**src/hdl/rimf_pkg.sv**
```systemverilog
// ----------------------------------------------------------------------------
// rimf_pkg
// Shared widths, opcodes, read-step codes and the controller command struct
// of the two-replica Ising Metropolis flip core.
// ----------------------------------------------------------------------------
`default_nettype none

package rimf_pkg;

    // Lattice side; must be a power of two so row/column wrap is a plain
    // modular add on ADDR_W bits.
    localparam int SIDE        = 8;
    localparam int ADDR_W      = $clog2(SIDE);
    localparam int CELL_W      = 2 * ADDR_W;
    localparam int CELLS       = SIDE * SIDE;

    localparam int CMD_W       = 2;
    localparam int BOND_BITS   = 8;
    localparam int ENERGY_BITS = 21;
    localparam int THRESH_W    = 20;
    localparam int DE_OUT_W    = 12;

    // Four bond terms plus room for negation.
    localparam int ACC_W       = BOND_BITS + 3;
    // Own layer plus other layer.
    localparam int SUM_W       = ACC_W + 1;
    // Times -2.
    localparam int DE_W        = SUM_W + 1;
    // Signed compare against the unsigned threshold.
    localparam int CMP_W       = THRESH_W + 1;

    localparam logic [CMD_W-1:0] CMD_LOAD_BONDS = 2'd0;
    localparam logic [CMD_W-1:0] CMD_LOAD_SPIN  = 2'd1;
    localparam logic [CMD_W-1:0] CMD_SET_ENERGY = 2'd2;
    localparam logic [CMD_W-1:0] CMD_TRIAL      = 2'd3;

    // Memory read sequence of one trial.
    typedef enum logic [2:0] {
        STEP_CENTER,
        STEP_UP,
        STEP_DOWN,
        STEP_LEFT,
        STEP_RIGHT
    } step_t;

    typedef struct packed {
        logic  latch;       // capture the input beat
        logic  issue_en;    // read memories at issue_step address
        step_t issue_step;
        logic  acc_en;      // fold the read data of acc_step
        step_t acc_step;
        logic  eval_en;     // form dE
        logic  emit;        // write state, load output register
    } rimf_cmd_t;

endpackage

`default_nettype wire

```
**src/hdl/rimf_ctrl.sv**
```systemverilog
// ----------------------------------------------------------------------------
// rimf_ctrl
// Sequencer of the flip core: input handshake, the read sequence of a trial
// and the output register's valid flag.
// ----------------------------------------------------------------------------
`default_nettype none

module rimf_ctrl
    import rimf_pkg::*;
(
    input  logic             clk,
    input  logic             rst_n,
    input  logic             in_valid,
    input  logic [CMD_W-1:0] cmd,
    output logic             in_stall,
    output logic             out_valid,
    input  logic             out_stall,
    output rimf_cmd_t        ctl
);

    typedef enum logic [2:0] {
        ST_IDLE,
        ST_LOAD,
        ST_ISSUE,
        ST_DRAIN,
        ST_EVAL,
        ST_COMMIT
    } state_t;

    state_t state_reg, state_next;
    step_t  step_reg, step_next;
    logic   out_valid_reg, out_valid_next;
    logic   out_free;

    assign out_free  = !out_valid_reg || !out_stall;
    assign in_stall  = (state_reg != ST_IDLE);
    assign out_valid = out_valid_reg;

    always_comb
    begin
        state_next     = state_reg;
        step_next      = step_reg;
        ctl            = '0;
        ctl.issue_step = step_reg;
        ctl.acc_step   = STEP_CENTER;

        unique case (state_reg)
            ST_IDLE:
            begin
                if (in_valid)
                begin
                    ctl.latch = 1'b1;
                    if (cmd == CMD_TRIAL)
                    begin
                        state_next = ST_ISSUE;
                        step_next  = STEP_CENTER;
                    end
                    else
                    begin
                        state_next = ST_LOAD;
                    end
                end
            end
            ST_ISSUE:
            begin
                ctl.issue_en = 1'b1;
                if (step_reg != STEP_CENTER)
                begin
                    ctl.acc_en   = 1'b1;
                    ctl.acc_step = step_t'(step_reg - 3'd1);
                end
                if (step_reg == STEP_RIGHT)
                    state_next = ST_DRAIN;
                else
                    step_next = step_t'(step_reg + 3'd1);
            end
            ST_DRAIN:
            begin
                ctl.acc_en   = 1'b1;
                ctl.acc_step = STEP_RIGHT;
                state_next   = ST_EVAL;
            end
            ST_EVAL:
            begin
                ctl.eval_en = 1'b1;
                state_next  = ST_COMMIT;
            end
            ST_LOAD, ST_COMMIT:
            begin
                if (out_free)
                begin
                    ctl.emit   = 1'b1;
                    state_next = ST_IDLE;
                end
            end
            default:
            begin
                state_next = ST_IDLE;
            end
        endcase

        out_valid_next = ctl.emit || (out_valid_reg && out_stall);
    end

    always_ff @(posedge clk or negedge rst_n)
    begin
        if (!rst_n)
        begin
            state_reg     <= ST_IDLE;
            step_reg      <= STEP_CENTER;
            out_valid_reg <= 1'b0;
        end
        else
        begin
            state_reg     <= state_next;
            step_reg      <= step_next;
            out_valid_reg <= out_valid_next;
        end
    end

endmodule

`default_nettype wire

```
**src/hdl/rimf_datapath.sv**
```systemverilog
// ----------------------------------------------------------------------------
// rimf_datapath
// Spin and bond memories, neighbour accumulation, dE, acceptance test,
// saturating energy total and the output register.
// ----------------------------------------------------------------------------
`default_nettype none

module rimf_datapath
    import rimf_pkg::*;
(
    input  logic                       clk,
    input  logic                       rst_n,
    input  rimf_cmd_t                  ctl,
    input  logic [CMD_W-1:0]           cmd,
    input  logic                       layer,
    input  logic [ADDR_W-1:0]          site_row,
    input  logic [ADDR_W-1:0]          site_col,
    input  logic signed [BOND_BITS-1:0] bond_down,
    input  logic signed [BOND_BITS-1:0] bond_right,
    input  logic                       spin_up,
    input  logic signed [ENERGY_BITS-1:0] energy_load,
    input  logic [THRESH_W-1:0]        accept_threshold,
    output logic                       accepted,
    output logic signed [DE_OUT_W-1:0] energy_change,
    output logic signed [ENERGY_BITS-1:0] energy_total
);

    localparam logic [ADDR_W-1:0] HALF_ROW = ADDR_W'(SIDE / 2);
    localparam logic signed [ENERGY_BITS-1:0] E_MAX = {1'b0, {(ENERGY_BITS-1){1'b1}}};
    localparam logic signed [ENERGY_BITS-1:0] E_MIN = {1'b1, {(ENERGY_BITS-1){1'b0}}};
    localparam logic signed [DE_OUT_W-1:0] DE_OUT_MAX = {1'b0, {(DE_OUT_W-1){1'b1}}};
    localparam logic signed [DE_OUT_W-1:0] DE_OUT_MIN = {1'b1, {(DE_OUT_W-1){1'b0}}};

    // latched beat
    logic [CMD_W-1:0]              op_reg;
    logic                          layer_reg;
    logic [ADDR_W-1:0]             row_reg, col_reg;
    logic [BOND_BITS-1:0]          bond_v_reg, bond_h_reg;
    logic                          spin_reg;
    logic signed [ENERGY_BITS-1:0] eload_reg;
    logic [THRESH_W-1:0]           thresh_reg;

    // memories
    logic                   spin_first_mem  [CELLS];
    logic                   spin_second_mem [CELLS];
    logic [2*BOND_BITS-1:0] bond_mem        [CELLS];   // {vertical, horizontal}

    logic                   first_rd_reg, second_rd_reg;
    logic [2*BOND_BITS-1:0] bond_rd_reg;

    logic [ADDR_W-1:0] row_up, row_dn, col_lf, col_rt;
    logic [ADDR_W-1:0] srow, scol, brow, bcol;
    logic [CELL_W-1:0] cell_addr;
    logic              shared;

    // accumulation
    logic signed [BOND_BITS-1:0] bond_sel;
    logic signed [ACC_W-1:0]     bond_ext, term_first, term_second;
    logic signed [ACC_W-1:0]     acc_first_reg, acc_second_reg;
    logic                        s_first_reg, s_second_reg;

    // dE
    logic signed [ACC_W-1:0] nn_first, nn_second, nn_own, nn_other;
    logic signed [SUM_W-1:0] nn_sum;
    logic signed [DE_W-1:0]  de_next, de_reg;

    // commit
    logic signed [CMP_W-1:0]         de_cmp, thresh_cmp;
    logic                            trial_ok, is_trial;
    logic signed [ENERGY_BITS:0]     energy_sum;
    logic signed [ENERGY_BITS-1:0]   energy_sat;
    logic signed [ENERGY_BITS-1:0]   energy_acc_reg, energy_acc_next;
    logic signed [DE_OUT_W-1:0]      de_out;
    logic                            first_we, second_we, bond_we;
    logic                            first_wd, second_wd;
    logic                            hit_first, hit_second;

    always_ff @(posedge clk)
    begin
        if (ctl.latch)
        begin
            op_reg     <= cmd;
            layer_reg  <= layer;
            row_reg    <= site_row;
            col_reg    <= site_col;
            bond_v_reg <= bond_down;
            bond_h_reg <= bond_right;
            spin_reg   <= spin_up;
            eload_reg  <= energy_load;
            thresh_reg <= accept_threshold;
        end
    end

    // Periodic wrap falls out of ADDR_W-bit arithmetic.
    assign row_up    = row_reg - 1'b1;
    assign row_dn    = row_reg + 1'b1;
    assign col_lf    = col_reg - 1'b1;
    assign col_rt    = col_reg + 1'b1;
    assign cell_addr = {row_reg, col_reg};
    assign shared    = (row_reg >= HALF_ROW);

    always_comb
    begin
        srow = row_reg;
        scol = col_reg;
        brow = row_reg;
        bcol = col_reg;
        unique case (ctl.issue_step)
            STEP_UP:
            begin
                srow = row_up;
                brow = row_up;
            end
            STEP_DOWN:
            begin
                srow = row_dn;
            end
            STEP_LEFT:
            begin
                scol = col_lf;
                bcol = col_lf;
            end
            STEP_RIGHT:
            begin
                scol = col_rt;
            end
            default:
            begin
                srow = row_reg;
            end
        endcase
    end

    // write side
    assign is_trial   = (op_reg == CMD_TRIAL);
    assign hit_first  = !layer_reg || shared;
    assign hit_second = layer_reg || shared;
    assign first_we   = ctl.emit && hit_first &&
                        ((op_reg == CMD_LOAD_SPIN) || (is_trial && trial_ok));
    assign second_we  = ctl.emit && hit_second &&
                        ((op_reg == CMD_LOAD_SPIN) || (is_trial && trial_ok));
    assign first_wd   = (op_reg == CMD_LOAD_SPIN) ? spin_reg : !s_first_reg;
    assign second_wd  = (op_reg == CMD_LOAD_SPIN) ? spin_reg : !s_second_reg;
    assign bond_we    = ctl.emit && (op_reg == CMD_LOAD_BONDS);

    always_ff @(posedge clk)
    begin
        if (first_we)
            spin_first_mem[cell_addr] <= first_wd;
        if (ctl.issue_en)
            first_rd_reg <= spin_first_mem[{srow, scol}];
    end

    always_ff @(posedge clk)
    begin
        if (second_we)
            spin_second_mem[cell_addr] <= second_wd;
        if (ctl.issue_en)
            second_rd_reg <= spin_second_mem[{srow, scol}];
    end

    always_ff @(posedge clk)
    begin
        if (bond_we)
            bond_mem[cell_addr] <= {bond_v_reg, bond_h_reg};
        if (ctl.issue_en)
            bond_rd_reg <= bond_mem[{brow, bcol}];
    end

    // Up/down steps use the vertical bond, left/right the horizontal one.
    assign bond_sel = ((ctl.acc_step == STEP_UP) || (ctl.acc_step == STEP_DOWN))
                      ? bond_rd_reg[2*BOND_BITS-1:BOND_BITS]
                      : bond_rd_reg[BOND_BITS-1:0];
    assign bond_ext    = ACC_W'(bond_sel);
    assign term_first  = first_rd_reg  ? bond_ext : -bond_ext;
    assign term_second = second_rd_reg ? bond_ext : -bond_ext;

    always_ff @(posedge clk)
    begin
        if (ctl.acc_en)
        begin
            if (ctl.acc_step == STEP_CENTER)
            begin
                s_first_reg  <= first_rd_reg;
                s_second_reg <= second_rd_reg;
            end
            else if (ctl.acc_step == STEP_UP)
            begin
                acc_first_reg  <= term_first;
                acc_second_reg <= term_second;
            end
            else
            begin
                acc_first_reg  <= acc_first_reg + term_first;
                acc_second_reg <= acc_second_reg + term_second;
            end
        end
    end

    // dE = -2 * (own layer + other layer when the row is shared)
    assign nn_first  = s_first_reg  ? acc_first_reg  : -acc_first_reg;
    assign nn_second = s_second_reg ? acc_second_reg : -acc_second_reg;
    assign nn_own    = layer_reg ? nn_second : nn_first;
    assign nn_other  = layer_reg ? nn_first  : nn_second;
    assign nn_sum    = SUM_W'(nn_own) + (shared ? SUM_W'(nn_other) : SUM_W'(0));
    assign de_next   = DE_W'(0) - {nn_sum, 1'b0};

    always_ff @(posedge clk)
    begin
        if (ctl.eval_en)
            de_reg <= de_next;
    end

    // acceptance
    assign de_cmp     = CMP_W'(de_reg);
    assign thresh_cmp = {1'b0, thresh_reg};
    assign trial_ok   = (&thresh_reg) || (de_cmp <= thresh_cmp);

    assign energy_sum = (ENERGY_BITS + 1)'(energy_acc_reg) + (ENERGY_BITS + 1)'(de_reg);
    assign energy_sat = (energy_sum[ENERGY_BITS] != energy_sum[ENERGY_BITS-1])
                        ? (energy_sum[ENERGY_BITS] ? E_MIN : E_MAX)
                        : energy_sum[ENERGY_BITS-1:0];

    assign de_out = (de_reg[DE_W-1] != de_reg[DE_OUT_W-1])
                    ? (de_reg[DE_W-1] ? DE_OUT_MIN : DE_OUT_MAX)
                    : de_reg[DE_OUT_W-1:0];

    always_comb
    begin
        energy_acc_next = energy_acc_reg;
        if (ctl.emit)
        begin
            if (op_reg == CMD_SET_ENERGY)
                energy_acc_next = eload_reg;
            else if (is_trial && trial_ok)
                energy_acc_next = energy_sat;
        end
    end

    always_ff @(posedge clk or negedge rst_n)
    begin
        if (!rst_n)
            energy_acc_reg <= '0;
        else
            energy_acc_reg <= energy_acc_next;
    end

    // output register
    always_ff @(posedge clk)
    begin
        if (ctl.emit)
        begin
            accepted      <= is_trial && trial_ok;
            energy_change <= is_trial ? de_out : DE_OUT_W'(0);
            energy_total  <= energy_acc_next;
        end
    end

endmodule

`default_nettype wire

```
**src/hdl/replica_ising_metropolis_flip_core.sv**
```systemverilog
// ----------------------------------------------------------------------------
// replica_ising_metropolis_flip_core
// Two-replica Metropolis spin-flip unit for an 8x8 periodic Ising lattice.
// ----------------------------------------------------------------------------
// The core holds two spin layers of an 8x8 periodic lattice (rows 4..7 are
// shared by both layers), one pair of signed 8-bit bonds per site (down and
// right) and a 21-bit saturating energy total that resets to zero. Each input
// beat carries one command: load bonds, load spin (both layers in a shared
// row), set energy, or a Metropolis trial. A trial sums bond x neighbour spin
// x site spin over the addressed layer (plus the other layer in a shared
// row), forms dE = -2 x that sum, accepts when dE <= accept_threshold (all
// ones always accepts), flips the spin and adds dE to the energy total. Every
// beat yields exactly one result beat: accepted, energy_change (dE saturated
// to 12 bits, zero for loads) and energy_total after the command. Spins and
// bonds are undefined until loaded; a trial must only touch loaded sites.
// Timing: one beat at a time. A load's result is loaded into the output
// register by the LOAD state, which then returns to idle for the next
// beat. A trial runs ISSUE (five sequential reads, site and four
// neighbors, of the spin and bond memories), DRAIN (fold the last read),
// EVAL (dE formation) and COMMIT (acceptance, write-back and output
// register), then returns to idle. A command that finishes while the
// previous result still waits in the output register holds until that
// beat is taken. in_stall is low whenever the core is idle, also while
// the previous result still waits in the output register.
// ----------------------------------------------------------------------------
`default_nettype none

module replica_ising_metropolis_flip_core
    import rimf_pkg::*;
(
    input  logic                          clk,
    input  logic                          rst_n,

    // input channel
    input  logic                          in_valid,
    output logic                          in_stall,
    input  logic [CMD_W-1:0]              cmd,
    input  logic                          layer,
    input  logic [ADDR_W-1:0]             site_row,
    input  logic [ADDR_W-1:0]             site_col,
    input  logic signed [BOND_BITS-1:0]   bond_down,
    input  logic signed [BOND_BITS-1:0]   bond_right,
    input  logic                          spin_up,
    input  logic signed [ENERGY_BITS-1:0] energy_load,
    input  logic [THRESH_W-1:0]           accept_threshold,

    // result channel
    output logic                          out_valid,
    input  logic                          out_stall,
    output logic                          accepted,
    output logic signed [DE_OUT_W-1:0]    energy_change,
    output logic signed [ENERGY_BITS-1:0] energy_total
);

    rimf_cmd_t ctl;

    // sequencer: handshake, trial read sequence, output valid
    rimf_ctrl u_ctrl (
        .clk       (clk),
        .rst_n     (rst_n),
        .in_valid  (in_valid),
        .cmd       (cmd),
        .in_stall  (in_stall),
        .out_valid (out_valid),
        .out_stall (out_stall),
        .ctl       (ctl)
    );

    // memories, dE arithmetic, energy total, output register
    rimf_datapath u_datapath (
        .clk              (clk),
        .rst_n            (rst_n),
        .ctl              (ctl),
        .cmd              (cmd),
        .layer            (layer),
        .site_row         (site_row),
        .site_col         (site_col),
        .bond_down        (bond_down),
        .bond_right       (bond_right),
        .spin_up          (spin_up),
        .energy_load      (energy_load),
        .accept_threshold (accept_threshold),
        .accepted         (accepted),
        .energy_change    (energy_change),
        .energy_total     (energy_total)
    );

endmodule

`default_nettype wire

```
**config.mk**
```make
export PLATFORM = sky130hd
export DESIGN_NAME = replica_ising_metropolis_flip_core
export DESIGN_NICKNAME = d
export VERILOG_FILES = /design/src/hdl/rimf_pkg.sv /design/src/hdl/rimf_ctrl.sv /design/src/hdl/rimf_datapath.sv /design/src/hdl/replica_ising_metropolis_flip_core.sv
export SDC_FILE = /design/constraint.sdc
export NUM_CORES = 2
export LEC_CHECK = 0
export BUFFER_PORTS_ARGS = -buffer_cell sky130_fd_sc_hd__buf_4
export CAP_MARGIN = 30
export CELL_PAD_IN_SITES_DETAIL_PLACEMENT = 0
export CELL_PAD_IN_SITES_GLOBAL_PLACEMENT = 1
export CORE_ASPECT_RATIO = 0.75
export CORE_UTILIZATION = 49
export DETAILED_ROUTE_END_ITERATION = 8
export GPL_ROUTABILITY_DRIVEN = 0
export PLACE_DENSITY_LB_ADDON = 0.12
export SLEW_MARGIN = 10
export SYNTH_ARGS = -nofsm -noshare
export SYNTH_HDL_FRONTEND = slang
export SYNTH_HIERARCHICAL = 1
export SYNTH_SLANG_ARGS = --single-unit
```
**constraint.sdc**
```tcl
create_clock -name clk -period 4.25 [get_ports clk]
set_input_delay 0.6375 -clock clk [delete_from_list [all_inputs] [get_ports clk]]
set_output_delay 0.6375 -clock clk [all_outputs]
set_load 0.01 [all_outputs]
```
# Word-level counts from Yosys, hierarchy flattened

Memory sizes are Yosys's and may differ from the RTL's. A register that Yosys moved wholly into a read port is not among the register bits.
Index checks and enable logic that the tools add are counted.

Add/subtract/negate cells: 14
$lt $le $gt $ge: 2
Reduce and logical (&&, ||, !) cells: 31
Mux-type cells: 46
Equal/unequal tests: 22
Bitwise gates (word level): 1

Operators with widths:

| operator                                           | number |
|---|---|
| 2-to-1 mux 21 bit                                  | 5 |
| 2-to-1 mux 11 bit                                  | 8 |
| 2-to-1 mux 12 bit                                  | 3 |
| 2-to-1 mux 3 bit                                   | 8 |
| adder 11 bit                                       | 2 |
| adder 21 x 13 -> 22 bit                            | 1 |
| negator 11 bit                                     | 2 |
| less-or-equal comparator 13 x 21 -> 1 bit          | 1 |
| AND reduction 20 bit                               | 1 |
| case mux 3 bit (2 select lines)                    | 3 |
| == test 3 x 2 -> 1 bit (second input constant)     | 5 |
| case mux 3 bit (5 select lines)                    | 1 |
| 2-to-1 mux 1 bit                                   | 14 |
| subtractor 1 x 13 -> 13 bit (first input constant) | 1 |
| adder 11 x 12 -> 12 bit                            | 1 |
| negator 8 -> 11 bit                                | 1 |
| adder 3 x 1 -> 3 bit (second input constant)       | 3 |
| == test 3 x 1 -> 1 bit (second input constant)     | 3 |
| == test 3 bit (second input constant)              | 3 |
| subtractor 3 x 1 -> 3 bit (second input constant)  | 3 |
| 2-to-1 mux 8 bit                                   | 1 |
| case mux 4 bit (2 select lines)                    | 1 |
| logical AND 1 bit                                  | 7 |
| logical OR 1 bit                                   | 7 |
| other kinds (18)                                   | 31 |

Bits in writable memories: 1152
Bits of input ports: 71
Register bits: 166
Logic and storage cells: 140
Memories: 3

Memories:

| name                       | words | width | read ports | clocked after Yosys merged registers in | write ports | RTL line            | source |
|---|---|---|---|---|---|---|---|
| u_datapath.bond_mem        | 64    | 16    | 1          | 1                                       | 1           | rimf_datapath.sv:46 | `logic [2*BOND_BITS-1:0] bond_mem [CELLS];` |
| u_datapath.spin_first_mem  | 64    | 1     | 1          | 1                                       | 1           | rimf_datapath.sv:44 | `logic spin_first_mem [CELLS];` |
| u_datapath.spin_second_mem | 64    | 1     | 1          | 1                                       | 1           | rimf_datapath.sv:45 | `logic spin_second_mem [CELLS];` |

# Logic depth before layout (Yosys ltp)

Depth after elaboration: 10
Depth in mapped cells: 20
Depth with buffers taken out: 20

# Cells and area by module

The synthesis kept the hierarchy.

Modules (own cells, without submodules):

| module        | seq. area each (um^2) | area an instance (um^2) | cells an instance | times used |
|---|---|---|---|---|
| rimf_datapath | 39773.1               | 55503.2                 | 3014              | 1 |
| rimf_ctrl     | 175.2                 | 479.2                   | 54                | 1 |

# Worst setup path before layout

OpenSTA, ideal clock, no wires.

Kind: in2reg
Start point: input out_stall
End point: memory u_datapath/bond_mem[29][0] in the netlist's numbering (enable)
Arrival time: 4.285 ns
Setup time: 0.388 ns
Stages on the path: 7
Data required time: 3.862 ns
Buffers on the path: 3
Setup slack: -0.424 ns
Cells stage by stage: a21oi_1 clkbuf_1 inv_1 or3_1 clkbuf_1 clkbuf_1 nor2_1

Cells in the longest elaborated chain, start to end: 7

Ends and longest elaborated chain:

| what                                   | RTL line                                 | source |
|---|---|---|
| start, declared                        | replica_ising_metropolis_flip_core.sv:49 | `input logic out_stall,` |
| logical NOT 1 bit                      | rimf_ctrl.sv:35                          | `assign out_free = !out_valid_reg \|\| !out_stall;` |
| logical OR 1 bit                       | rimf_ctrl.sv:35                          |  |
| 2-to-1 mux 1 bit                       | rimf_ctrl.sv:90                          | `if (out_free)` |
| 2-to-1 mux 1 bit                       | rimf_ctrl.sv:47                          | `unique case (state_reg)` |
| logical AND 1 bit                      | rimf_datapath.sv:144                     | `assign bond_we = ctl.emit && (op_reg == CMD_LOAD_BONDS);` |
| 2-to-1 mux 1 bit                       | rimf_datapath.sv:164                     | `if (bond_we)` |
| 2-to-1 mux 1 bit (not written as such) | rimf_datapath.sv:165                     | `bond_mem[cell_addr] <= {bond_v_reg, bond_h_reg};` |
| end, declared                          | rimf_datapath.sv:46                      |  |

No other way between the ends.

==> results summary <==
The initial core utilization is about half. For this design, the sink count on the clock tree is 1335. The number of H-tree levels is 4. The remaining number of nets flagged by the antenna check after routing came out at 0. The share of the clock period used by the worst path came out at 97.6%. The routed wire length per instance is 28.6 um. The total congestion overflow is 0.

The area of the core region is roughly 110000 um^2. In this run switching power makes up 32.5% of total power. The number of max-cap violations is 0.

The post-synthesis async set-or-reset flop share came out at 2.10%. The relative slew slack came out at 34.1%. Broken down by cell family, the worst path's largest delay share belongs to simple AND/OR/NAND/NOR gates. Setup repair after global routing could not meet its margin everywhere.

The run finished with clean final reports. The cell area after placement came out at between 60000 and 70000 um^2. The total wire length came out at 144000 um. The number of buffer and inverter stages on the critical path came out at 4. edfxtp_1 takes more of the synthesized area than any other cell. Dividing the detail-routed via count by the number of cells gives ~6.1. Counting every net in the synthesized netlist gives 3230. The cell area power density came out at about 650 nW/um^2. The via count of the first global-routing pass came to roughly 31000.

The count of port buffers added during placement came out at 106. The layout overhead on the synthesized area came out at 15.5%. The clock network accounts for 27.1% of the total power. The path with the worst hold slack has its endpoint at u_datapath/eload_reg[13]$_DFFE_PP_.

The setup-violating endpoint count in the final report is 0. The final net count came out at between 3000 and 4000. The violation count after the first detailed-route iteration came out at between 3000 and 4000. In this run the worst hold path is classified as in -> reg. The number of placed I/O pins came out at 107.

The largest incremental delay on the critical path is 470 ps. The count of standard-cell rows is 106. The final-report max-slew violation count was 0. Global routing consumed, over all layers together, 25.3% of the routing resources. The final hold slack came out at 54.9 ps. The largest fanout on the critical path came out at 5. The startpoint of the worst hold path is energy_load[13].

The average size of a mapped cell came out at 18.2 um^2. The number of detailed-routing iterations run before antenna repair is 5. The number of flip-flops and latches in the synthesized netlist came out at 1335. The post-CTS clock slew at the launch and capture registers of the worst setup and hold paths is 60 ps. The number of flip-flops under the largest register name came out at between 1000 and 1500. The area of the die came out at 116000 um^2. The cell sitting at the root of the clock tree is a clkbuf_16. The die outline height came out at 295 um. The post-layout minimum cycle time came out at 4150 ps. The first global-routing pass estimated 209000 um of wire. The via count came out at slightly above 30000. The overall die width is 392 um. The antenna cell count came out at 0.

The final critical-path setup slack is 102 ps. By area the synthesized netlist is led by edfxtp_1 70%, mux4_2 13%, ha_1 1.9%. Summed over all nets, the switching power comes to 13.6 mW. The number of antenna violations at the first check in global routing is 6. The instance count along the most critical hold path is 1. The endpoint type of the worst setup path is a flip-flop. For this run, the number of Yosys warnings is 6. The start-to-end type of the worst setup path is reg -> reg.

The proportion of netlist area held by the largest area contributor came out at 70.1%. The arrival time at the worst endpoint is 4660 ps. After synthesis the cells add up to 56000 um^2. The largest registers in the layout are u_datapath/bond_mem: 1024 flops, u_datapath/spin_first_mem: 64 flops, u_datapath/spin_second_mem: 64 flops. In the synthesized netlist the dominant register cell turns out to be edfxtp_1. The worst path required time came out at 4760 ps.

The end of the worst register-to-register path is u_datapath/acc_first_reg[10]$_DFFE_PP_. The worst setup path is launched from a flip-flop. Of the synthesized area, sequential elements account for 71.4%.

The worst flop-to-flop path startpoint is u_ctrl/state_reg[2]$_DFFE_PN0P_. The final core utilization came out at 57.6%. Detailed placement ended at an HPWL of 89400 um. The clock arrives with 22.0 ps of skew. Walking the worst path, the cells encountered are or3b_4 -> clkinv_8 -> o211a_4 -> xnor2_2 -> nor2_4 -> buf_6 -> mux2i_4 -> buf_4 -> nand3_1 -> nor2_1 -> buf_4 -> a31o_2 -> o21ai_0 -> ha_1 -> and3_1 -> a211oi_2 -> xor2_1 -> nor2_1 -> xor2_1. The logic depth of the worst setup path including buffers came out at 19.

For the pin with the worst max-slew slack, the measured transition is 981 ps. TritonCTS built the clock tree. The worst vdd rail ir drop is 397 uV.

The register ranked first by flip-flop count is u_datapath/bond_mem. The setup slack of the most critical reg-to-reg path came out at 100 ps. The final number of hold-violating endpoints is 0. The largest net degree at the start of global routing came out at 73. The DRC violation count after routing came out at 0. The fmax is 241 MHz. The internal power of the cells is 28.2 mW. The sequential power share came out at 39.2%. The summed area of non-filler cells in the final layout is 64700 um^2. Counting distinct cell types in the post-synthesis netlist gives 95. The worst reg2reg path depth is 19. The design draws 41.9 mW. Before CTS, the worst setup slack after placement is -261 ps. The share of total power in combinational logic came out at 33.7%.

Counting every instance in the synthesized netlist gives 3068. The insertion delay of the later-clocked pin in the worst-skew pair came out at 760 ps. The number of synthesized flops with an enable pin is 1307. The number of buffers between clock root and the deepest sink came out at 3.

The total CTS buffers is 131. The proportion of layout cells with a drive suffix above 1 is 27.8%. For this design the static power due to leakage is approximately 21 nW.

On the critical path, the stage with the largest delay is an instance of or3b_4.
cells in the mapped netlist, drive strengths merged (6+ instances only):
master / number
o22ai: 22
or3: 11
buf: 56
o21bai: 8
o21ai: 41
nand2: 156
a31oi: 21
edfxtp: 1307
nor2b: 13
dfrtp: 28
a32oi: 7
nor3: 71
clkbuf: 92
o31a: 6
nand4: 14
a31o: 6
nand3: 32
nand2b: 14
a211oi: 15
o21a: 12
inv: 73
a22oi: 34
a21o: 29
and2: 9
mux2i: 32
mux2: 21
nor4: 9
nor3b: 6
xor2: 27
a21oi: 89
mux4: 330
ha: 87
xnor2: 60
and3: 15
nor2: 245
power groups by stage:
| stage | logic (mW) | clock network, mW | registers [mW] |
|---|---|---|---|
| floorplan | 8.23 | 0 | 16.9 |
| global placement | 13.5 | 0 | 16.7 |
| detailed placement | 13.8 | 0 | 16.7 |
| CTS | 13.9 | 11.5 | 16.4 |
| global route | 15.1 | 12.0 | 16.5 |
| finish | 14.1 | 11.3 | 16.4 |
area by class of cell:
type / instances / area, um^2
Inverter: 76 / 300
Clock buffer: 157 / 3420
Tap cell: 1512 / 1890
Timing Repair Buffer: 356 / 2960
Fill cell: 8495 / 47700
Clock inverter: 80 / 757
Multi-Input combinational cell: 1509 / 15400
Sequential cell: 1335 / 40000
per-layer routing:
layer | track usage [%] | vias up | share of wire (%)
met5 | 0 | - | 0.024
met4 | 7.10 | 4 | 2.2
met3 | 4.16 | 195 | 7.6
met2 | 38.2 | 1257 | 46
met1 | 38.1 | 15900 | 44
li1 | - | 13100 | -
how the worst max path moves through the flow:
stage / startpoint / to
after floorplan: u_ctrl/step_reg[0]$_DFFE_PN0P_ / u_datapath/acc_second_reg[10]$_DFFE_PP_
after global placement: u_ctrl/state_reg[2]$_DFFE_PN0P_ / u_datapath/acc_first_reg[10]$_DFFE_PP_
after detailed placement: u_ctrl/state_reg[2]$_DFFE_PN0P_ / u_datapath/acc_first_reg[9]$_DFFE_PP_
after CTS: u_ctrl/step_reg[0]$_DFFE_PN0P_ / u_datapath/acc_second_reg[10]$_DFFE_PP_
after global routing: u_ctrl/step_reg[1]$_DFFE_PN0P_ / u_datapath/acc_first_reg[8]$_DFFE_PP_
final: u_ctrl/state_reg[2]$_DFFE_PN0P_ / u_datapath/acc_first_reg[10]$_DFFE_PP_
metrics by stage:
stage / instances / TNS, ps
finish: 5025 / 0
global route: 5025 / -190
CTS: 5012 / 0
detailed placement: 4772 / -1050
global placement: 4769 / -215
floorplan: 3068 / 0
what timing repair did:
| action | in CTS | in global routing |
|---|---|---|
| hold buffers | 3 | 0 |
| setup buffers | 0 | 12 |
| endpoints found under the hold margin | 30 | 0 |
| cloned | 0 | 0 |
| pin swaps | 6 | 21 |
| gates resized for setup | 16 | 36 |
| setup endpoints to repair | 6 | 10 |
cells in the final DEF, fill, tap and decap left out, types with 12 or more instances in the layout:
master	n
nand4_1	14
nor2_1	231
inv_1	70
buf_4	327
a31oi_1	20
a211oi_1	12
buf_12	21
clkinv_1	30
a22oi_1	34
mux2i_1	30
dfrtp_1	26
mux2_2	20
a21oi_1	76
clkbuf_16	132
clkbuf_1	23
a21o_1	29
nor2b_1	12
and3_1	15
xor2_1	27
nor3_1	70
edfxtp_1	1307
nand2b_1	14
xnor2_1	57
nand2_1	152
ha_1	83
mux4_2	327
nand3_1	31
clkinv_2	24
o21ai_0	31
o22ai_1	22
worst reg2reg max path, delay by kind of cell, from the launching register on:
family / cells / cell delay (ps)
fa+ha+maj: 1 / 400
compound gates: 4 / 700
mux: 1 / 260
xor+xnor: 3 / 410
simple gates: 6 / 1160
flops: 1 / 420
buf+inv: 4 / 570
kinds of logic after synthesis:
kind of cell	after synthesis	share of synthesized area, %
DFF	1335	71.4
and+or+nand+nor	609	5.01
muxes	383	14.3
AOI/OAI and AO/OA	339	4.08
buffers and inverters	224	1.78
adders and majority gates	91	2.09
xor gates and xnor gates	87	1.39
(Power assumes the default switching activity.)
